--- src/rtl/lmrb_queue.sv ---
// Small register FIFO used between the pipeline parts.
// Depends on nothing but its parameters; DEPTH is a power of two.
module lmrb_queue #(
  parameter int unsigned WIDTH = 8,
  parameter int unsigned DEPTH = 2
) (
  input  logic             clk,
  input  logic             rst_n,
  input  logic             push,
  input  logic [WIDTH-1:0] wdata,
  input  logic             pop,
  output logic [WIDTH-1:0] rdata,
  output logic             full,
  output logic             empty
);

  localparam int unsigned PTR_W = (DEPTH > 1) ? $clog2(DEPTH) : 1;
  localparam int unsigned CNT_W = $clog2(DEPTH + 1);

  logic [WIDTH-1:0] mem_r [DEPTH];
  logic [PTR_W-1:0] wr_ptr_r, wr_ptr_nxt;
  logic [PTR_W-1:0] rd_ptr_r, rd_ptr_nxt;
  logic [CNT_W-1:0] cnt_r, cnt_nxt;
  logic             do_push, do_pop;

  assign full    = (cnt_r == CNT_W'(DEPTH));
  assign empty   = (cnt_r == '0);
  assign do_push = push && !full;
  assign do_pop  = pop && !empty;
  assign rdata   = mem_r[rd_ptr_r];

  always_comb begin
    wr_ptr_nxt = do_push ? wr_ptr_r + PTR_W'(1) : wr_ptr_r;
    rd_ptr_nxt = do_pop ? rd_ptr_r + PTR_W'(1) : rd_ptr_r;
    cnt_nxt    = cnt_r;
    if (do_push && !do_pop) begin
      cnt_nxt = cnt_r + CNT_W'(1);
    end else if (do_pop && !do_push) begin
      cnt_nxt = cnt_r - CNT_W'(1);
    end
  end

  always_ff @(posedge clk) begin
    if (!rst_n) begin
      wr_ptr_r <= '0;
      rd_ptr_r <= '0;
      cnt_r    <= '0;
    end else begin
      wr_ptr_r <= wr_ptr_nxt;
      rd_ptr_r <= rd_ptr_nxt;
      cnt_r    <= cnt_nxt;
    end
  end

  always_ff @(posedge clk) begin
    if (do_push) begin
      mem_r[wr_ptr_r] <= wdata;
    end
  end

endmodule

--- config.mk ---
export PLATFORM = sky130hd
export DESIGN_NAME = lmrb_queue
export DESIGN_NICKNAME = d
export VERILOG_FILES = /design/src/rtl/lmrb_queue.sv
export SDC_FILE = /design/constraint.sdc
export NUM_CORES = 1
export LEC_CHECK = 0
export ABC_CLOCK_PERIOD_IN_PS = 3850
export BUFFER_PORTS_ARGS = -buffer_cell sky130_fd_sc_hd__buf_2
export CAP_MARGIN = 20
export CORE_UTILIZATION = 30
export CTS_CLUSTER_DIAMETER = 60
export DETAILED_ROUTE_END_ITERATION = 8
export PLACE_DENSITY = 0.49
export SLEW_MARGIN = 20
export SYNTH_ARGS = -nofsm -noshare
export SYNTH_HDL_FRONTEND = slang
export SYNTH_SLANG_ARGS = --single-unit
--- constraint.sdc ---
create_clock -name clk -period 3.85 [get_ports clk]
set_clock_uncertainty 0.1 [all_clocks]
set_input_delay 0 -clock clk [delete_from_list [all_inputs] [get_ports clk]]
set_output_delay 0 -clock clk [all_outputs]
set_load 0.05 [all_outputs]
* Word level (Yosys, flattened, before mapping)
Memories as Yosys holds them, arrays and structs flattened. A register that Yosys moved wholly into a read port is not among the register bits.
Cells that the tools add are included.
W data, S select, Z words.
** Operators by class
- Add/subtract/negate cells :: 4
- $mul :: 0
- Div/mod/pow operators :: 0
- Magnitude comparators :: 0
- Equal/unequal tests :: 1
- Shift-type cells :: 0
- Multiplexer cells :: 6
- Bitwise operators :: 0
- Reductions and logical operators :: 10
** Operators with widths (count)
- $logic_and A1 B1 Y1 :: 4
- $logic_not A1 Y1 :: 4
- $mux W1 :: 4
- $mux W2 :: 2
- $add A1 B1 Y1 const B :: 2
- $add A2 B1 Y2 const B :: 1
- $eq A2 B2 Y1 const B :: 1
- $logic_not A2 Y1 :: 1
- $reduce_bool A2 Y1 :: 1
- $sub A2 B1 Y2 const B :: 1
** Word-level totals
- Bits in registers :: 4
- Bits in latches :: 0
- Memory bits (writable) :: 16
- ROM bits :: 0
- Bits of input ports :: 12
- Output and inout bits :: 10
- Word-level logic and storage cells :: 25
- Memories :: 1
** Memories
- mem_r :: depth 2, bits a word 8, rd ports 1, clocked after memory_dff 1, wr ports 1, RTL line 20 : logic [WIDTH-1:0] mem_r [DEPTH];

* Depth between registers and ports, before layout
Gate-level depths: netlist of run 1.
- Word-level depth :: 7
- Mapped depth :: 7
- Gate-level depth less buffers :: 7

* Least setup slack after synthesis of run 1
Ideal clock, no wire load.
- Kind :: flip-flop to flip-flop
- Start :: register cnt_r[0]
- End :: register cnt_r[1]
- Setup time :: 0.070 ns
- Arrival :: 1.743 ns
- Required time :: 3.680 ns
- Slack :: 1.938 ns
- Cell stages (with the launch flop) :: 7
- Path buffers :: 0
- Period minus slack after synthesis :: 1.912 ns
- Cells stage by stage :: dfxtp_1 nand2b_1 inv_1 nor2_1 ha_1 or3_1 a21oi_1
** On the way
- Longest elaborated chain between the ends :: 6
- Elaborated cells on any way between the ends :: 15
- Classes of those cells :: add/sub: 2; eq/ne: 1; mux: 2; reduce/logical: 10
** Ends and longest elaborated chain
- start, declared :: RTL line 23 : logic [CNT_W-1:0] cnt_r, cnt_nxt;
- start signal, assigned :: RTL line 51 : cnt_r <= cnt_nxt;
- $eq A2 B2 Y1 (*) :: RTL line 26 : assign full = (cnt_r == CNT_W'(DEPTH));
- named net full :: RTL line 13 : output logic full,
- $logic_not A1 Y1 (*) :: RTL line 28 : assign do_push = push && !full;
- $logic_and A1 B1 Y1 (*) :: RTL line 28
- named net do_push :: RTL line 24 : logic do_push, do_pop;
- $logic_not A1 Y1 :: RTL line 38 : end else if (do_pop && !do_push) begin
- $logic_and A1 B1 Y1 :: RTL line 38
- $reduce_bool A2 Y1 (no source line)
Mark *: on every way through the listed nets, which the timed path passes. The rest lies on a longest branch. The select of a mux whose other input is x is not followed.
A chain may end at the register's enable or synchronous reset.

* Final worst setup path of run 1
- Start :: register cnt_r[0]
- End :: register wr_ptr_r
** On the way
- Longest elaborated chain between the ends :: 3
** Ends and longest elaborated chain
- $eq A2 B2 Y1 :: RTL line 26
- $logic_not A1 Y1 :: RTL line 28
- $logic_and A1 B1 Y1 :: RTL line 28
- end signal, assigned :: RTL line 49 : wr_ptr_r <= wr_ptr_nxt;
- end, declared :: RTL line 21 : logic [PTR_W-1:0] wr_ptr_r, wr_ptr_nxt;
Every way passes these cells.

==> impl_metrics.env, run 1 <==
export IMPL_outcome="completed"
export IMPL_finalHoldViolCount=0
export IMPL_worst_endpoint_arrival_ns=2.24
export IMPL_fin_tns_setup_ns=0
export IMPL_clkLatencyLatePin_ns=0.29
export IMPL_nets=99
export IMPL_clock_tree_root_cell="sky130_fd_sc_hd__clkbuf_4"
export IMPL_gp_congestion=0.668
export IMPL_achievable_frequency_mhz=477
export IMPL_routedWlPerCell_um=11.1
export IMPL_boundaryPins=22
export IMPL_number_of_distinct_library_cells_after_synthesis=16
export IMPL_post_route_cells_drive_above_1_share_pct=40.0
export IMPL_power_static_leakage_nw=0.434
export IMPL_area_growth_syn_to_layout_pct=33.0
export IMPL_setup_worst_path_end_class="register"
export IMPL_timing_critical_path_fanout_max=9
export IMPL_placementRows=18
export IMPL_drc_errors=0
export IMPL_die_width_um=53.7
export IMPL_worst_setup_path_type="register to register"
export IMPL_syn_inst=51
export IMPL_core_area_um2=2500
export IMPL_post_cts_resize_count=0
export IMPL_port_buffers=21
export IMPL_synth_avg_cell_area_um2=15.8
export IMPL_synth_seq_area_share_pct=72.3
export IMPL_power_density_nw_per_um2=682
export IMPL_cts_buf_count=3
export IMPL_yosys_warnings=0
export IMPL_nFillCells=244
export IMPL_fin_crit_sh_pct=54.4
export IMPL_h_tree_depth=1
export IMPL_synth_nets=64
export IMPL_postRouteWirelength_mm=1.28
export IMPL_grt_pass1_vias=431
export IMPL_min_path_type="input port to register"
export IMPL_setup_repair_after_global_routing_missed_its_margin="no"
export IMPL_start_util_pct=32.1
export IMPL_worst_path_max_delay_cell="sky130_fd_sc_hd__nor3_2"
export IMPL_cts_repair_timing_setup_buffer_count=0
export IMPL_globalRouteOverflowTotal=0
export IMPL_maxSlewHeadroom_pct=51.9
export IMPL_antenna_cells=0
export IMPL_maximum_number_of_pins_on_one_net_before_global_route_repair=13
export IMPL_numClockSinks=21
export IMPL_critical_path_n_buffers_inverters=2
export IMPL_netlist_area_um2=803
export IMPL_drt_initial_drc_count=6
export IMPL_antenna_violating_nets_post_route=0
export IMPL_critical_path_max_stage_delay_ns=0.55
export IMPL_cap_violations=0
export IMPL_groute_usage_overall_pct=9.82
export IMPL_detailroute_via_count=492
export IMPL_antenna_found_initial=0
export IMPL_hpwlAfterDp_um=906
export IMPL_crit_path_start_kind="register"
export IMPL_yosys_reg_bits=21
export IMPL_fp_dieH_um=53.7
export IMPL_dieArea_um2=2890
export IMPL_setup_viol=0
export IMPL_post_drt_via_cell_ratio=4.28
export IMPL_max_slew_worst_pin_slew_ns=0.718
export IMPL_cts_hold_buffers_added=10
export IMPL_clock_tree_from_tritoncts="built"
export IMPL_power_ir_vdd_worst_mv=0.340
export IMPL_final_hold_worst_slack_ns=0.0180
export IMPL_timing_critical_path_required_ns=4.00
export IMPL_detailedRoute_firstPassIterationCount=4
export IMPL_fin_crit_ns=2.10
export IMPL_cts_path_max_buffers=2
export IMPL_critical_path_top_delay_family="simple AND/OR/NAND/NOR gates"
export IMPL_cp_cell_sequence="nand2b_1 -> inv_1 -> nor3_2 -> o21a_1 -> dlygate4sd3_1"
export IMPL_worst_setup_hold_path_clk_slew_ns=0.11
export IMPL_fin_max_slew_vios=0
export IMPL_grt_pass1_wl_mm=1.89
==> sequential cells by signal, summed over array words and instances (netlist names), named ones only <==
| signal | count |
|---|---|
| cnt_r | 2 |
| mem_r | 16 |
| rd_ptr_r | 1 |
| wr_ptr_r | 1 |
==> cells in the mapped netlist <==
library cell	instances	area, um^2
sky130_fd_sc_hd__xor2_1	3	26.3
sky130_fd_sc_hd__or3_1	1	6.26
sky130_fd_sc_hd__o21a_1	1	7.51
sky130_fd_sc_hd__and3_1	1	6.26
sky130_fd_sc_hd__buf_2	1	5.00
sky130_fd_sc_hd__edfxtp_1	16	480
sky130_fd_sc_hd__o21ai_0	2	10.0
sky130_fd_sc_hd__nand2b_1	1	6.26
sky130_fd_sc_hd__a21boi_0	1	7.51
sky130_fd_sc_hd__ha_1	1	12.5
sky130_fd_sc_hd__dfxtp_1	5	100
sky130_fd_sc_hd__a21oi_1	1	5.00
sky130_fd_sc_hd__nor2_1	5	18.8
sky130_fd_sc_hd__inv_1	3	11.3
sky130_fd_sc_hd__nor3_2	1	10.0
sky130_fd_sc_hd__mux2_2	8	90.1
==> logic make-up (layout without fill, tap and decap cells) <==
group | after synthesis | in the layout | share of synthesized area [%]
buf+inv | 4 | 38 | 2.02
mux | 8 | 8 | 11.2
flops | 21 | 21 | 72.3
simple gates | 9 | 9 | 5.92
compound gates | 5 | 5 | 3.74
xor+xnor | 3 | 3 | 3.27
fa+ha+maj | 1 | 1 | 1.56
==> metrics by stage <==
step	power, mW	area (um^2)	utilization (%)	cells	setup slack, ns
after CTS	0.739	1070	42.7	115	1.73
final	0.729	1070	42.7	115	1.75
after global placement	0.623	941	37.6	101	2.15
after floorplan	0.563	803	-	51	1.94
after detailed placement	0.624	941	37.6	101	2.18
after global routing	0.773	1070	42.7	115	1.62
==> layout by cell type, fill, tap and decap left out <==
| master | Yosys | layout |
|---|---|---|
| sky130_fd_sc_hd__xor2_1 | 3 | 3 |
| sky130_fd_sc_hd__clkbuf_4 | 0 | 3 |
| sky130_fd_sc_hd__dlygate4sd3_1 | 0 | 10 |
| sky130_fd_sc_hd__clkinv_2 | 0 | 1 |
| sky130_fd_sc_hd__dfxtp_1 | 5 | 5 |
| sky130_fd_sc_hd__inv_1 | 3 | 3 |
| sky130_fd_sc_hd__ha_1 | 1 | 1 |
| sky130_fd_sc_hd__o21ai_0 | 2 | 2 |
| sky130_fd_sc_hd__edfxtp_1 | 16 | 16 |
| sky130_fd_sc_hd__nor2_1 | 5 | 5 |
| sky130_fd_sc_hd__a21boi_0 | 1 | 1 |
| sky130_fd_sc_hd__buf_2 | 1 | 21 |
| sky130_fd_sc_hd__or3_1 | 1 | 1 |
| sky130_fd_sc_hd__a21oi_1 | 1 | 1 |
| sky130_fd_sc_hd__nand2b_1 | 1 | 1 |
| sky130_fd_sc_hd__mux2_2 | 8 | 8 |
| sky130_fd_sc_hd__nor3_2 | 1 | 1 |
| sky130_fd_sc_hd__o21a_1 | 1 | 1 |
| sky130_fd_sc_hd__and3_1 | 1 | 1 |
==> worst reg2reg max path, cell delays in order (launching register included) <==
cell and delay (ns):
sky130_fd_sc_hd__dfxtp_1 0.42, sky130_fd_sc_hd__nand2b_1 0.16, sky130_fd_sc_hd__inv_1 0.08, sky130_fd_sc_hd__nor3_2 0.55
sky130_fd_sc_hd__o21a_1 0.22, sky130_fd_sc_hd__dlygate4sd3_1 0.53
==> power by group <==
part	internal, mW	switching (mW)
Clock	0.0386	0.0643
Sequential	0.289	0.0298
Combinational	0.0981	0.209
==> layout make-up <==
cell class	count	area, um^2	area share (%)
Clock buffer	3	22.5	2.11
Sequential cell	21	581	54.3
Inverter	3	11.3	1.05
Clock inverter	1	5.00	0.468
Multi-Input combinational cell	26	206	19.3
Tap cell	30	37.5	3.51
Timing Repair Buffer	31	205	19.2
==> worst paths after layout <==
kind / startpoint / endpoint / slack, ns / cells after the start
worst max-delay path: cnt_r[0] / wr_ptr_r / 1.75 / 5
worst min-delay path: pop / rd_ptr_r / 0.02 / 4
worst max register to register: cnt_r[0] / wr_ptr_r / 1.75 / 5
worst min register to register: cnt_r[1] / cnt_r[1] / 0.43 / 2
==> metal layers <==
| metal | up-vias | GRT usage [%] | wire length [um] |
|---|---|---|---|
| li1 | 251 | - | - |
| met1 | 229 | 11.7 | 584 |
| met3 | 2 | 2.54 | 52 |
| met4 | 0 | 6.58 | 15 |
| met2 | 10 | 15.4 | 626 |
| met5 | - | 0 | 0 |
Note: power is estimated with default switching activity, not from simulation.
==> run 2, diff against run 1 <==
- ABC_CLOCK_PERIOD_IN_PS: 3850 -> 2100
- clock period: 3.85 -> 2.1 ns (I/O delays scaled with it)
==> run 2 against run 1 <==
Against the previous run: critical path depth grew 1; core utilization grew 0.25 points; final cell count grew 0.87%; first-iteration DRC count shrank 50%; via count grew 3.7%; wire length is the same; flip-flop and latch count is the same; worst setup slack lost 1.3 ns; global-route usage grew 0.33 points; clock power grew 81%; critical path type unchanged; critical endpoint is now cnt_r[1].
==> impl_metrics.env, run 2 (synthesis results as in run 1) <==
export IMPL_placementRows=18
export IMPL_crit_path_start_kind="register"
export IMPL_largestRegisters="mem_r: 16 flops, cnt_r: 2 flops"
export IMPL_largest_register_ff_count=16
export IMPL_setup_repair_after_global_routing_missed_its_margin="no"
export IMPL_die_width_um=53.7
export IMPL_antenna_found_initial=0
export IMPL_maximum_number_of_pins_on_one_net_before_global_route_repair=12
export IMPL_grt_pass1_wl_mm=1.93
export IMPL_maxSlewHeadroom_pct=73.0
export IMPL_boundaryPins=22
export IMPL_timing_critical_path_required_ns=2.23
export IMPL_hpwlAfterDp_um=882
export IMPL_post_route_cells_drive_above_1_share_pct=39.5
export IMPL_start_util_pct=32.1
export IMPL_place_ws_ns=0.437
export IMPL_seq_area_um2=581
export IMPL_cts_path_max_buffers=2
export IMPL_area_growth_syn_to_layout_pct=33.8
export IMPL_power_static_leakage_nw=0.437
export IMPL_drc_errors=0
export IMPL_achievable_frequency_mhz=594
export IMPL_power_ir_vdd_worst_mv=0.800
export IMPL_port_buffers=21
export IMPL_setup_viol=0
export IMPL_power_density_nw_per_um2=1240
export IMPL_layout_commonest_cell="sky130_fd_sc_hd__buf_2"
export IMPL_worst_setup_path_type="register to register"
export IMPL_timing_critical_path_fanout_max=5
export IMPL_nets=100
export IMPL_min_path_type="input port to register"
export IMPL_multi_input_area_um2=206
export IMPL_postRouteWirelength_mm=1.28
export IMPL_h_tree_depth=1
export IMPL_clkLatencyLatePin_ns=0.29
export IMPL_fin_crit_ns=1.68
export IMPL_detailedRoute_firstPassIterationCount=2
export IMPL_setup_worst_path_end_class="register"
export IMPL_core_area_um2=2500
export IMPL_worst_setup_hold_path_clk_slew_ns=0.11
export IMPL_mostFrequentLayoutCells="sky130_fd_sc_hd__buf_2 (21), sky130_fd_sc_hd__edfxtp_1 (16), sky130_fd_sc_hd__dlygate4sd3_1 (10)"
export IMPL_groute_usage_overall_pct=10.2
export IMPL_fin_max_slew_vios=0
export IMPL_cap_violations=0
export IMPL_drt_initial_drc_count=3
export IMPL_gp_congestion=0.719
export IMPL_fp_dieH_um=53.7
export IMPL_finalHoldViolCount=0
export IMPL_max_slew_worst_pin_slew_ns=0.405
export IMPL_largest_register="mem_r"
export IMPL_clock_tree_root_cell="sky130_fd_sc_hd__clkbuf_4"
export IMPL_place_area_um2=948
export IMPL_stdcell_area_um2=1070
export IMPL_globalRouteOverflowTotal=0
export IMPL_fin_crit_sh_pct=80.1
export IMPL_antenna_cells=0
export IMPL_cts_buf_count=3
export IMPL_clock_tree_from_tritoncts="built"
export IMPL_antenna_violating_nets_post_route=0
export IMPL_cts_repair_timing_setup_buffer_count=0
export IMPL_nFillCells=252
export IMPL_post_drt_via_cell_ratio=4.40
export IMPL_worst_endpoint_arrival_ns=1.81
export IMPL_fin_tns_setup_ns=0
export IMPL_routedWlPerCell_um=11.0
export IMPL_numClockSinks=21
export IMPL_outcome="completed"
export IMPL_grt_pass1_vias=471
export IMPL_dieArea_um2=2890
export IMPL_finalWorstSetupSlack_ns=0.417
export IMPL_post_route_util_pct=43.0
export IMPL_detailroute_via_count=510
-- run 2: worst paths after layout --
kind / from / end / slack (ns) / cells past startpoint
worst max-delay path: cnt_r[0] / cnt_r[1] / 0.42 / 6
worst min-delay path: pop / rd_ptr_r / 0.03 / 4
worst max register to register: cnt_r[0] / cnt_r[1] / 0.42 / 6
worst min register to register: cnt_r[1] / cnt_r[1] / 0.42 / 2
-- run 2: metal layers --
layer  GRT usage [%]  wire, um  up-vias
met4            6.58        15        0
li1                -         -      256
met1            10.2       543      242
met5               0         0        -
met2            18.3       662       10
met3            2.54        57        2
-- run 2: power breakdown --
group / leakage [nW] / internal [mW] / switching, mW
sequential: 0.191 / 0.530 / 0.0525
clock: 0.0150 / 0.0738 / 0.112
combinational: 0.231 / 0.186 / 0.384
-- run 2: repair_timing --
item | in CTS | in global routing
resized for setup | 0 | 0
hold buffers | 10 | 0
hold endpoints to repair | 21 | 0
-- run 2: area by class of cell --
type                       instances  area share, %
clock buffer                       4           2.44
sequential                        21           54.0
timing repair buffer              32           19.8
tap                               30           3.49
inverter                           3           1.05
multi-input combinational         26           19.2
-- run 2: per-stage QoR --
stage	hold slack [ns]	total power [mW]	cells
floorplan	-0.00113	1.03	51
global placement	0.0896	1.15	102
detailed placement	0.0932	1.15	102
CTS	0.0240	1.36	116
global route	0.110	1.42	116
finish	0.0312	1.34	116
-- run 2: worst max-delay path, cell delays in order, from the launching register on --
cell	delay [ns]
sky130_fd_sc_hd__dfxtp_1	0.36
sky130_fd_sc_hd__nand2b_1	0.18
sky130_fd_sc_hd__inv_1	0.10
sky130_fd_sc_hd__nor2_1	0.05
sky130_fd_sc_hd__ha_1	0.32
sky130_fd_sc_hd__or3_1	0.37
sky130_fd_sc_hd__a21oi_1	0.14
