[src/rtl/lmrb_pkg.sv]
// Shared types and constants for the line message ring buffer.
// No dependencies; imported by every RTL module but lmrb_queue, and by the checker.
package lmrb_pkg;

  localparam int unsigned RING_DEPTH_DEF  = 1024;
  localparam int unsigned QUEUE_DEPTH_DEF = 128;
  localparam int unsigned CMDQ_DEPTH      = 2;
  localparam int unsigned RESQ_DEPTH      = 2;

  localparam int unsigned KIND_W   = 3;
  localparam int unsigned BYTE_W   = 8;
  localparam int unsigned STATUS_W = 3;
  localparam int unsigned MAXLEN_W = 10;

  localparam logic [MAXLEN_W-1:0] MAX_LEN_RST = MAXLEN_W'(128);
  localparam logic [BYTE_W-1:0]   NEWLINE     = 8'h0A;

  // Request codes on in_kind
  localparam logic [KIND_W-1:0] KIND_RX      = 3'd0;
  localparam logic [KIND_W-1:0] KIND_PEEK    = 3'd1;
  localparam logic [KIND_W-1:0] KIND_READ    = 3'd2;
  localparam logic [KIND_W-1:0] KIND_RELEASE = 3'd3;
  localparam logic [KIND_W-1:0] KIND_FLUSH   = 3'd4;

  typedef enum logic [2:0] {
    OP_RX,
    OP_PEEK,
    OP_READ,
    OP_RELEASE,
    OP_FLUSH,
    OP_NONE
  } op_t;

  typedef enum logic [STATUS_W-1:0] {
    ST_STORED = 3'd0,
    ST_QUEUED = 3'd1,
    ST_QDROP  = 3'd2,
    ST_RDROP  = 3'd3,
    ST_NOMSG  = 3'd4,
    ST_OK     = 3'd5
  } status_t;

  typedef enum logic [1:0] {
    BK_EXEC,
    BK_READ_WAIT,
    BK_HEAD_WAIT
  } bk_state_t;

  typedef struct packed {
    op_t               op;
    logic [BYTE_W-1:0] rx_byte;
    logic              is_nl;
  } cmd_t;

endpackage

[src/rtl/lmrb_queue.sv]
// Small register FIFO used between the pipeline parts.
// Depends on nothing but its parameters; DEPTH is a power of two.
module lmrb_queue #(
  parameter int unsigned WIDTH = 8,
  parameter int unsigned DEPTH = 2
) (
  input  logic             clk,
  input  logic             rst_n,
  input  logic             push,
  input  logic [WIDTH-1:0] wdata,
  input  logic             pop,
  output logic [WIDTH-1:0] rdata,
  output logic             full,
  output logic             empty
);

  localparam int unsigned PTR_W = (DEPTH > 1) ? $clog2(DEPTH) : 1;
  localparam int unsigned CNT_W = $clog2(DEPTH + 1);

  logic [WIDTH-1:0] mem_r [DEPTH];
  logic [PTR_W-1:0] wr_ptr_r, wr_ptr_nxt;
  logic [PTR_W-1:0] rd_ptr_r, rd_ptr_nxt;
  logic [CNT_W-1:0] cnt_r, cnt_nxt;
  logic             do_push, do_pop;

  assign full    = (cnt_r == CNT_W'(DEPTH));
  assign empty   = (cnt_r == '0);
  assign do_push = push && !full;
  assign do_pop  = pop && !empty;
  assign rdata   = mem_r[rd_ptr_r];

  always_comb begin
    wr_ptr_nxt = do_push ? wr_ptr_r + PTR_W'(1) : wr_ptr_r;
    rd_ptr_nxt = do_pop ? rd_ptr_r + PTR_W'(1) : rd_ptr_r;
    cnt_nxt    = cnt_r;
    if (do_push && !do_pop) begin
      cnt_nxt = cnt_r + CNT_W'(1);
    end else if (do_pop && !do_push) begin
      cnt_nxt = cnt_r - CNT_W'(1);
    end
  end

  always_ff @(posedge clk) begin
    if (!rst_n) begin
      wr_ptr_r <= '0;
      rd_ptr_r <= '0;
      cnt_r    <= '0;
    end else begin
      wr_ptr_r <= wr_ptr_nxt;
      rd_ptr_r <= rd_ptr_nxt;
      cnt_r    <= cnt_nxt;
    end
  end

  always_ff @(posedge clk) begin
    if (do_push) begin
      mem_r[wr_ptr_r] <= wdata;
    end
  end

endmodule

[src/rtl/lmrb_front.sv]
// Front end: takes request transactions, decodes them into commands
// and buffers them for the execution side. Uses lmrb_pkg and lmrb_queue.
module lmrb_front
  import lmrb_pkg::*;
#(
  parameter int unsigned RING_DEPTH = RING_DEPTH_DEF
) (
  input  logic                          clk,
  input  logic                          rst_n,
  input  logic                          in_push,
  output logic                          in_full,
  input  logic [KIND_W-1:0]             in_kind,
  input  logic [BYTE_W-1:0]             in_rx_byte,
  input  logic [$clog2(RING_DEPTH)-1:0] in_read_addr,
  output logic                          cmd_valid,
  output cmd_t                          cmd,
  output logic [$clog2(RING_DEPTH)-1:0] cmd_addr,
  input  logic                          cmd_pop
);

  localparam int unsigned PTR_W = $clog2(RING_DEPTH);
  localparam int unsigned Q_W   = $bits(cmd_t) + PTR_W;

  cmd_t           dec;
  logic [Q_W-1:0] q_rdata;
  logic           q_empty;

  always_comb begin
    dec.rx_byte = in_rx_byte;
    dec.is_nl   = (in_rx_byte == NEWLINE);
    case (in_kind)
      KIND_RX:      dec.op = OP_RX;
      KIND_PEEK:    dec.op = OP_PEEK;
      KIND_READ:    dec.op = OP_READ;
      KIND_RELEASE: dec.op = OP_RELEASE;
      KIND_FLUSH:   dec.op = OP_FLUSH;
      default:      dec.op = OP_NONE;
    endcase
  end

  lmrb_queue #(
    .WIDTH (Q_W),
    .DEPTH (CMDQ_DEPTH)
  ) u_cmd_q (
    .clk   (clk),
    .rst_n (rst_n),
    .push  (in_push),
    .wdata ({dec, in_read_addr}),
    .pop   (cmd_pop),
    .rdata (q_rdata),
    .full  (in_full),
    .empty (q_empty)
  );

  assign cmd_valid       = !q_empty;
  assign {cmd, cmd_addr} = q_rdata;

endmodule

[config.mk]
export PLATFORM = sky130hd
export DESIGN_NAME = lmrb_front
export DESIGN_NICKNAME = d
export VERILOG_FILES = /design/src/rtl/lmrb_pkg.sv /design/src/rtl/lmrb_queue.sv /design/src/rtl/lmrb_front.sv
export SDC_FILE = /design/constraint.sdc
export NUM_CORES = 1
export LEC_CHECK = 0
export ABC_AREA = 1
export ABC_CLOCK_PERIOD_IN_PS = 1900
export BUFFER_PORTS_ARGS = -buffer_cell sky130_fd_sc_hd__buf_4
export CORE_MARGIN = 1.5
export CORE_UTILIZATION = 47
export CTS_CLUSTER_SIZE = 10
export DETAILED_ROUTE_END_ITERATION = 10
export PLACE_DENSITY = 0.75
export RECOVER_POWER = 100
export SLEW_MARGIN = 40
export SYNTH_ARGS = -nofsm -noshare
export SYNTH_HDL_FRONTEND = slang
export SYNTH_SLANG_ARGS = --single-unit
[constraint.sdc]
create_clock -name clk -period 1.9 [get_ports clk]
set_clock_uncertainty 0.15 [all_clocks]
set_input_delay 0.38 -clock clk [delete_from_list [all_inputs] [get_ports clk]]
set_output_delay 0.38 -clock clk [all_outputs]
set_load 0.005 [all_outputs]
After elaboration in Yosys (flattened, before gate mapping)
Memories as Yosys holds them, arrays and structs flattened. A register that Yosys moved wholly into a read port is not among the register bits.
Cells that the tools add are included.
{ "totals": {"register_bits": 4, "ramBits": 44, "output_inout_bits": 24, "wordCells": 32, "inputBits": 25, "memories": 1} }
{ "op_classes": {"eq_ne": 6, "n_reduce_logical": 11, "addsub": 4, "mux": 7} }
{ "mem_list": {"columns": ["name", "words", "width", "rd", "rd_clocked_by_memory_dff", "write_ports", "line_no", "rtl"], "rows": [
  ["u_cmd_q.mem_r", 2, 22, 1, 1, 1, "lmrb_queue.sv:20", "logic [WIDTH-1:0] mem_r [DEPTH];"]
]} }
{ "op_table": {"columns": ["cell", "n"], "rows": [
  ["case mux 3 bit (5 select lines)", 1],
  ["equality test 8 x 4 -> 1 bit, second input constant", 1],
  ["equality test 3 x 2 -> 1 bit, second input constant", 2],
  ["logical AND 1 bit", 4],
  ["zero test 1 bit", 4],
  ["two-way mux 1 bit", 4],
  ["two-way mux 2 bit", 2],
  ["equality test 3 x 1 -> 1 bit, second input constant", 1],
  ["equality test 3 bit, second input constant", 1],
  ["zero test 3 bit", 1],
  ["adder 1 bit, second input constant", 2],
  ["adder 2 x 1 -> 2 bit, second input constant", 1],
  ["equality test 2 bit, second input constant", 1],
  ["zero test 2 bit", 1],
  ["nonzero test 2 bit", 1],
  ["subtractor 2 x 1 -> 2 bit, second input constant", 1]
]} }

Depth between registers and ports, before layout
Gate-level depths: netlist of run 1.
{ "depth": {"depth_word": 7, "ltp_mapped": 10, "ltp_nobuf": 10} }

Cells and area by module
Synthesis of run 1 repeated with hierarchy kept, for this count alone.
{ "unflattened": {"hier_cells": 119, "hier_area_um2": 1894.3} }
{ "by_module_without_submodules": {"columns": ["mod", "cells_per_inst", "seq_area_each_um2", "instances", "area_per_inst_um2"], "rows": [
  ["lmrb_queue", 106, 1421.4, 1, 1839.3],
  ["lmrb_front", 13, 0.0, 1, 55.1]
]} }

Worst setup path before layout of run 1
OpenSTA, ideal clock, no wires.
{ "synth_timing": {"path_type": "flip-flop to flip-flop", "from": "register u_cmd_q.cnt_r[0]", "to": "memory u_cmd_q.mem_r[1][0] (netlist name) (enable)", "arrival_time_ns": 1.449, "required_time_ns": 1.349, "stages_incl_launch_ff": 3, "period_less_slack_ns": 1.999, "path_buffers": 0, "slack_ns": -0.099, "setup_ns": 0.401, "cell_sequence": "dfxtp_1 o21ai_2 nor2_1"} }
{ "synth_between": {"elab_chain_cells": 5} }
{ "synth_rtl": {"columns": ["element", "line_no", "rtl"], "rows": [
  ["from (decl)", "lmrb_queue.sv:23", "logic [CNT_W-1:0] cnt_r, cnt_nxt;"],
  ["from (signal assigned)", "lmrb_queue.sv:51", "cnt_r <= cnt_nxt;"],
  ["equality test 2 bit", "lmrb_queue.sv:26", "assign full = (cnt_r == CNT_W'(DEPTH));"],
  ["zero test 1 bit", "lmrb_queue.sv:28", "assign do_push = push && !full;"],
  ["logical AND 1 bit", "lmrb_queue.sv:28", null],
  ["two-way mux 1 bit", "lmrb_queue.sv:56", "if (do_push) begin"],
  ["two-way mux 1 bit (not written as such)", "lmrb_queue.sv:57", "mem_r[wr_ptr_r] <= wdata;"],
  ["to (decl)", "lmrb_queue.sv:20", null]
]} }
Every way passes these cells.

==> run summary, run 1 <==
setup ws final -> 0.0616 ns
post-CTS setup repair buffer count -> 0
CTS Buf Count -> 5
Nets -> 198
top cells by area, synth -> edfxtp_1, mux2_4, dfxtp_1
fmax -> 544 MHz
path depth of the worst reg2reg path -> 9
Synth Flop Type -> edfxtp_1
share of the yosys chip area belonging to registers -> 72.4%
worst hold stages -> 1
post-synthesis area per instance -> 16.9 sq um
Hold Crit Class -> input pin to flip-flop
top-count cell post-synth -> edfxtp_1
global-route wire length before repair -> 4.84 mm
max-slew violation count -> 0
Via Count -> 1070
Slew HR -> 61.5%
crit path max fanout -> 11
WL final -> 3.37 mm
vias per std cell -> 4.80
Die ar. -> 0.00457 sq mm
max capacitance violation total -> 0
Worst R2R Start -> u_cmd_q.cnt_r[1]$_SDFFE_PN0P_
Starting Density -> 49.0%
antenna cells -> 0
htree depth -> 2
total track usage -> 15.1%
PD cells -> 1190 mW/mm^2
pin count of the biggest net entering global routing -> 23
CTS Root Cell -> clkbuf_8
GR Overflow Total -> 0
P_leak -> 0.956 nW
# setup viols final -> 0
Hold Startpoint -> in_read_addr[5]
synthesized instance count -> 116
Die W -> 67.6 um
Post-synth top cells -> edfxtp_1, mux2_4, nor2_1
I/O pin cnt -> 49
vias in the first global route -> 1096
area of the mapped netlist -> 0.00196 sq mm
clock slew at reported path FFs -> 0.09 ns
placed cells -> 214
RSZ-0062 raised after global routing -> no
clk sinks -> 49
I/O Buffers -> 48
Hold Buf Count CTS -> 0
hold endpoint -> u_cmd_q.mem_r[1][5]$_DFFE_PP_
Setup Slack @ Placement -> 0.272 ns
Die H -> 67.6 um
Syn Nets -> 142
Routed Antenna Nets -> 0
drt first pass iters -> 4
critical path required time -> 1.37 ns
Yosys reg bits -> 49
Max VDD drop -> 0.718 mV
FP Rows -> 23
drt wl/cell -> 15.1 um
Critical Path Start Type -> flip-flop
post-synth top area share -> 67.3%
Starting DRT DRC Count -> 70
GP Congestion -> 0.619
P&R area growth vs syn -> 24.3%
final worst path period share -> 96.8%
area leader, netlist -> edfxtp_1
EDFF count, synth -> 44
min Tclk post-route -> 1.84 ns
CTS tree -> yes
worst skew pair latency -> 0.29 ns
Core Area -> 0.00400 sq mm
WS Path Type -> flip-flop to output pin
Critical Path Sink Type -> output pin
initial antenna violation count -> 0
CTS Buffer Depth -> 2
Fillers -> 311
layout cells sized above 1 -> 41.0%
Post-Layout Cell Count -> 223
Worst Max-Slew Pin Slew -> 0.578 ns
DP HPWL -> 2.35 mm
WHS -> 0.131 ns
DRC Markers -> 0
Synth Warn # -> 0
Core Util, Final -> 61.0%
status -> finished clean
final hold vios -> 0
ys async rst share -> 0%
FF-to-FF setup slack -> 0.16 ns
critical path arrival -> 1.31 ns
number of distinct library cells after synthesis -> 19
Reg2Reg Capture Point -> u_cmd_q.cnt_r[1]$_SDFFE_PN0P_
## flip-flops by register name (all words and copies together) (netlist names), named ones only
signal	cells
u_cmd_q.rd_ptr_r	1
u_cmd_q.mem_r	44
u_cmd_q.wr_ptr_r	1
u_cmd_q.cnt_r	2
## how the worst max path moves through the flow
stage / start / slack, ns / end
global route: flip-flop / 0.01 / cmd_addr[7]
detailed placement: u_cmd_q.cnt_r[1]$_SDFFE_PN0P_ / 0.27 / u_cmd_q.cnt_r[1]$_SDFFE_PN0P_
floorplan: u_cmd_q.cnt_r[0]$_SDFFE_PN0P_ / -0.1 / u_cmd_q.mem_r[1][0]$_DFFE_PP_
global placement: flip-flop / 0.35 / cmd[2]
finish: flip-flop / 0.06 / cmd[4]
CTS: flip-flop / 0.02 / cmd[2]
## worst max-delay path, cell delays in order (launching register included)
cell and delay (ns):
dfxtp_4 0.37, buf_6 0.19, mux2_4 0.31, clkbuf_4 0.14
## layout by cell type, fill, tap and decap left out, types with 4 or more instances in the layout
cell and n:
nand2_1 7, clkbuf_8 5, dfxtp_1 4, nor2_1 11, mux2_4 17, buf_4 15
clkbuf_1 13, edfxtp_1 44, clkbuf_4 20, inv_1 10
## report_power, final
part	internal, mW	total (mW)	switching (mW)
clock	0.261	0.595	0.334
sequential	1.37	1.44	0.0668
combinational	0.479	0.878	0.399
total	2.11	2.91	0.800
## area by class of cell
cell class / count / area [sq um] / share of cell area, %
inverter: 11 / 41.3 / 1.69
sequential: 49 / 1430 / 58.4
clock inverter: 3 / 21.3 / 0.872
clock buffer: 5 / 68.8 / 2.82
timing repair buffer: 52 / 353 / 14.5
tap: 50 / 62.6 / 2.57
multi-input combinational: 53 / 467 / 19.1
## repair_timing
item,CTS,global route
setup endpoints to repair,2,2
gates cloned,0,1
pin swaps,0,0
gates resized for setup,1,1
## cells by family after synthesis
| family | share of synthesized area [%] |
|---|---|
| AND/OR/NAND/NOR | 5.04 |
| multiplexers | 16.5 |
| buffers and inverters | 3.44 |
| adder cells (fa/ha/maj) | 0.638 |
| AO/OA/AOI/OAI | 1.98 |
| flip-flops | 72.4 |
## routing by layer
metal	up-vias	global-route usage [%]	routed length, um
li1	528	-	-
met1	506	15.8	1290
met2	31	27.5	1860
met3	5	5.17	176
met4	0	6.12	41
met5	-	0	0
## through the flow
stage          setup TNS (ns)  power [mW]  area, sq um
2_1_floorplan           -4.37        1.98         1960
4_1_cts                     0        2.97         2490
5_1_grt                     0        3.07         2440
3_5_place_dp                0        2.38         2400
6_report                    0        2.91         2440
3_3_place_gp                0        2.33         2400
No activity file was read; power rests on OpenSTA's default activity.
==> run 2: changes to the inputs <==
- CORE_UTILIZATION: 47 -> 46
- PLACE_DENSITY: 0.75 -> 0.74
- SYNTH_HIERARCHICAL: default -> 1
==> run 2 against run 1 <==
- flip-flop and latch count unchanged
- count of clock-buffer cells in the layout up 1
- first-iteration DRC count down 31%
- critical path type unchanged
- largest cell class unchanged
- highest routed layer unchanged
==> run summary, run 2 <==
status -> finished clean
Fillers -> 321
DP HPWL -> 2.42 mm
area of the mapped netlist -> 0.00189 sq mm
Synth Warn # -> 6
Synth Area in Simple Gates -> 5.81%
Most Frequent Cell on Critical Path -> buf_4
Starting Density -> 47.7%
final worst path period share -> 97.3%
Synth Area in Compound Gates -> 1.65%
GR Overflow Total -> 0
setup ws final -> 0.0507 ns
ys async rst share -> 0%
placed cell area -> 0.00234 sq mm
Post-synth top cells -> edfxtp_1, mux2_2, nor2_1
slowest cell delay on critical path -> 0.36 ns
register area -> 0.00142 sq mm
crit path max fanout -> 12
WL final -> 3.29 mm
max capacitance violation total -> 0
number of distinct library cells after synthesis -> 17
global-route wire length before repair -> 4.93 mm
most frequent cells in the layout -> edfxtp_1, mux2_2, buf_4
share of the yosys chip area belonging to registers -> 75.0%
Nets -> 203
layout cells sized above 1 -> 41.0%
Max Used Layer -> met4
largest family of logic cells by synthesized area -> multiplexers
fmax -> 541 MHz
top-count cell post-synth -> edfxtp_1
EDFF count, synth -> 44
clock slew at reported path FFs -> 0.08 ns
vias in the first global route -> 1111
drt first pass iters -> 4
CTS tree -> yes
Via Count -> 1106
Slowest-stage cell, CP -> mux2_2
Largest regs -> u_cmd_q/mem_r (44), u_cmd_q/cnt_r (2)
Routed Antenna Nets -> 0
CTS Buf Count -> 5
M1 WL -> 1.28 mm
max-slew violation count -> 0
Hold Buf Count CTS -> 0
total track usage -> 15.4%
Setup Slack @ Placement -> 0.251 ns
post-synthesis xor/xnor area fraction -> 0%
Core Area -> 0.00397 sq mm
Die W -> 67.2 um
Hold Crit Class -> input pin to flip-flop
drt wl/cell -> 14.4 um
CP delay by family, top -> multiplexers
routed wl met3 -> 195 um
P_leak -> 0.923 nW
Starting DRT DRC Count -> 48
WL met2 -> 1.76 mm
Syn Nets -> 145
Max VDD drop -> 0.650 mV
Critical Path Start Type -> flip-flop
I/O Buffers -> 48
Critical Path Sink Type -> output pin
adder-cell share of the synthesized area -> 0.661%
area leader, netlist -> edfxtp_1
Critical Path, Cell by Cell -> buf_4 > mux2_2 > buf_4
initial antenna violation count -> 0
final hold vios -> 0
# setup viols final -> 0
pin count of the biggest net entering global routing -> 17
DRC Markers -> 0
top cells by area, synth -> edfxtp_1, mux2_2, dfxtp_1
critical path arrival -> 1.32 ns
Worst Max-Slew Pin Slew -> 0.440 ns
critical path required time -> 1.37 ns
clk sinks -> 49
P&R area growth vs syn -> 26.5%
PD cells -> 1230 mW/mm^2
vias per std cell -> 4.85
I/O pin cnt -> 49
post-synthesis area per instance -> 15.9 sq um
most common cell after layout, fill and taps aside -> edfxtp_1
Die H -> 67.2 um
htree depth -> 2
Die ar. -> 0.00451 sq mm
worst skew pair latency -> 0.29 ns
CTS Buffer Depth -> 2
number of flip-flops in the largest register -> 44
CTS Root Cell -> clkbuf_8
mux contribution to synthesized area -> 13.1%
GP Congestion -> 0.724
CP bufs+invs -> 2
Core Util, Final -> 60.3%
synthesized instance count -> 119
antenna cells -> 0
WS Path Type -> flip-flop to output pin
post-synth top area share -> 69.7%
area of the multi-input gates -> 399 sq um
Synth Flop Type -> edfxtp_1
Slew HR -> 70.7%
RSZ-0062 raised after global routing -> yes
Yosys reg bits -> 49
Top reg by flops -> u_cmd_q/mem_r
FP Rows -> 23
finished layout cell area -> 0.00240 sq mm
min Tclk post-route -> 1.85 ns
-- run 2: cell families (layout without fill, tap and decap cells) --
| logic type | count (synthesis) | in the layout |
|---|---|---|
| fa+ha+maj | 1 | 1 |
| compound gates | 5 | 5 |
| simple gates | 27 | 27 |
| mux | 22 | 22 |
| flops | 49 | 49 |
| buf+inv | 15 | 74 |
-- run 2: final cells by class --
cell class | instances | share of cell area (%)
clock buffers | 6 | 3.45
repair buffers | 54 | 14.5
clock inverters | 2 | 1.57
multi-input cells | 55 | 16.7
inverters | 12 | 1.88
well taps | 50 | 2.61
flip-flops and latches | 49 | 59.3
-- run 2: routing by layer --
layer	vias up	global-route usage [%]
li1	541	-
met5	-	0
met3	4	4.00
met4	0	6.12
met1	523	16.3
met2	38	29.1
-- run 2: repair_timing --
item                                   in CTS  in global routing
gates resized for setup                     0                  0
buffers inserted                            0                  0
endpoints found under the hold margin       0                  0
setup endpoints to repair                   0                  7
-- run 2: final timing paths --
kind / start / endpoint / slack [ns] / cells past startpoint
worst max register to register: u_cmd_q/cnt_r[0]$_SDFFE_PN0P_ / u_cmd_q/cnt_r[1]$_SDFFE_PN0P_ / 0.20 / 9
worst min-delay path: in_read_addr[9] / u_cmd_q/mem_r[1][9]$_DFFE_PP_ / 0.15 / 1
worst max-delay path: flip-flop / cmd[4] / 0.05 / 3
worst min register to register: u_cmd_q/wr_ptr_r$_SDFFE_PN0P_ / u_cmd_q/wr_ptr_r$_SDFFE_PN0P_ / 0.36 / 2
-- run 2: report_power, final --
| part | switching (mW) | internal [mW] | leakage [nW] |
|---|---|---|---|
| Sequential | 0.0582 | 1.37 | 0.453 |
| Clock | 0.316 | 0.428 | 0.0574 |
| Combinational | 0.382 | 0.410 | 0.413 |
| Total | 0.757 | 2.20 | 0.923 |
-- run 2: per-stage QoR --
step | total power [mW] | setup TNS, ns | hold slack, ns | instances
global route | 3.11 | -0.0457 | 0.133 | 228
floorplan | 1.88 | -3.96 | 0.317 | 119
global placement | 2.23 | 0 | 0.332 | 220
CTS | 3.03 | 0 | 0.114 | 228
detailed placement | 2.29 | 0 | 0.340 | 220
finish | 2.96 | 0 | 0.147 | 228
==> run 3: changes to the inputs <==
- ABC_CLOCK_PERIOD_IN_PS: 1900 -> 2000
- CAP_MARGIN: default -> 20
- CORE_UTILIZATION: 46 -> 51
- PLACE_DENSITY: 0.74 -> 0.81
- clock period: 1.9 -> 2 ns (I/O delays scaled with it)
==> run 3 against run 2 <==
- first-iteration DRC count shrank 58%
- core utilization grew 9.1 points
- count of clock-buffer cells in the layout shrank 1
- total power shrank 6.8%
- critical endpoint is now cmd_addr[6]
- largest power group unchanged
==> run summary, run 3 (synthesis gave the netlist of run 2 again) <==
status -> finished clean
DP HPWL -> 2.21 mm
critical path arrival -> 1.39 ns
final setup TNS -> 0 ns
CTS Root Cell -> clkbuf_8
CTS Buf Count -> 5
PD cells -> 1150 mW/mm^2
global-route wire length before repair -> 5.00 mm
crit path max fanout -> 9
number of flip-flops in the largest register -> 44
post-CTS setup repair buffer count -> 0
Die H -> 63.9 um
Die W -> 63.9 um
CTS Buffer Depth -> 2
antenna cells -> 0
worst skew pair latency -> 0.30 ns
Worst Max-Slew Pin Slew -> 0.558 ns
critical path required time -> 1.45 ns
Critical Path Sink Type -> output pin
max-slew violation count -> 0
pin count of the biggest net entering global routing -> 16
# setup viols final -> 0
drt first pass iters -> 4
Starting DRT DRC Count -> 20
final worst path period share -> 97.0%
min Tclk post-route -> 1.94 ns
vias per std cell -> 4.86
Core Util, Final -> 69.4%
register area -> 0.00142 sq mm
clock slew at reported path FFs -> 0.08 ns
Setup Slack @ Placement -> 0.300 ns
Critical Path Start Type -> flip-flop
initial antenna violation count -> 0
Post-Layout Cell Count -> 224
clk sinks -> 49
layout cells sized above 1 -> 42.1%
final hold vios -> 0
GP Congestion -> 0.769
total track usage -> 16.6%
Core Area -> 0.00344 sq mm
WL final -> 3.00 mm
P_leak -> 0.919 nW
Via Count -> 1089
area of the multi-input gates -> 402 sq um
Fillers -> 261
RSZ-0062 raised after global routing -> no
CTS tree -> yes
Hold Crit Class -> input pin to flip-flop
max capacitance violation total -> 0
Top reg by flops -> u_cmd_q/mem_r
Largest regs -> u_cmd_q/mem_r (44), u_cmd_q/cnt_r (2)
Max VDD drop -> 0.633 mV
post-cts resize count -> 1
WHS -> 0.153 ns
htree depth -> 2
I/O Buffers -> 48
Nets -> 203
most common cell after layout, fill and taps aside -> edfxtp_1
GR Overflow Total -> 0
placed cells -> 216
vias in the first global route -> 1086
Hold Buf Count CTS -> 0
I/O pin cnt -> 49
drt wl/cell -> 13.4 um
Die ar. -> 0.00409 sq mm
FP Rows -> 21
DRC Markers -> 0
P&R area growth vs syn -> 26.1%
Slew HR -> 62.8%
Routed Antenna Nets -> 0
fmax -> 515 MHz
WS Path Type -> flip-flop to output pin
setup ws final -> 0.0592 ns
Starting Density -> 55.0%
most frequent cells in the layout -> edfxtp_1, clkbuf_4, mux2_2
run 3: cell types whose count changed in the layout (fill, tap and decap cells not counted):
cell / previous run / this run
clkbuf_4: 17 / 30
buf_4: 21 / 9
clkbuf_1: 14 / 13
clkbuf_8: 6 / 5
clkinv_1: 0 / 1
dfxtp_1: 5 / 4
dfxtp_2: 0 / 1
nor2_1: 15 / 14
nor2_2: 1 / 2
run 3: final cells by class:
cell class	instances	area share [%]
Multi-Input combinational cell	55	16.8
Timing Repair Buffer	54	14.7
Sequential cell	49	59.6
Clock buffer	5	2.88
Clock inverter	3	1.73
Tap cell	46	2.41
Inverter	12	1.89
run 3: per-stage QoR:
step	power, mW	cell area (sq um)
2_1_floorplan	1.79	1890
3_3_place_gp	2.12	2340
3_5_place_dp	2.16	2340
4_1_cts	2.83	2450
5_1_grt	2.90	2390
6_report	2.76	2390
run 3: worst paths after layout:
check                           cells past startpoint  slack [ns]                     startpoint                            end
worst max-delay path                                3        0.06                      flip-flop                    cmd_addr[6]
worst min-delay path                                1        0.15                in_read_addr[8]  u_cmd_q/mem_r[0][8]$_DFFE_PP_
worst max register to register                      9        0.37  u_cmd_q/cnt_r[0]$_SDFFE_PN0P_  u_cmd_q/cnt_r[1]$_SDFFE_PN0P_
worst min register to register                      2        0.36  u_cmd_q/rd_ptr_r$_SDFFE_PN0P_  u_cmd_q/rd_ptr_r$_SDFFE_PN0P_
run 3: critical path, stage by stage, from the launching register on:
cell and delay (ns):
dfxtp_2 0.39, buf_4 0.20, mux2_2 0.36, buf_4 0.14
run 3: power breakdown:
part           switching [mW]  leakage, nW  internal [mW]  total (mW)
Combinational           0.338        0.414          0.385       0.724
Sequential             0.0624        0.453           1.30        1.36
Clock                   0.306       0.0518          0.368       0.674
Total                   0.707        0.919           2.05        2.76
run 3: per-layer routing:
metal	GRT usage, %	share of wire, %	wire [um]	vias to the layer above
met5	0	0	0	-
met1	19.5	37	1100	509
met3	5.46	5.6	168	8
li1	-	-	-	539
met4	6.52	2.1	62	0
met2	28.1	56	1670	33
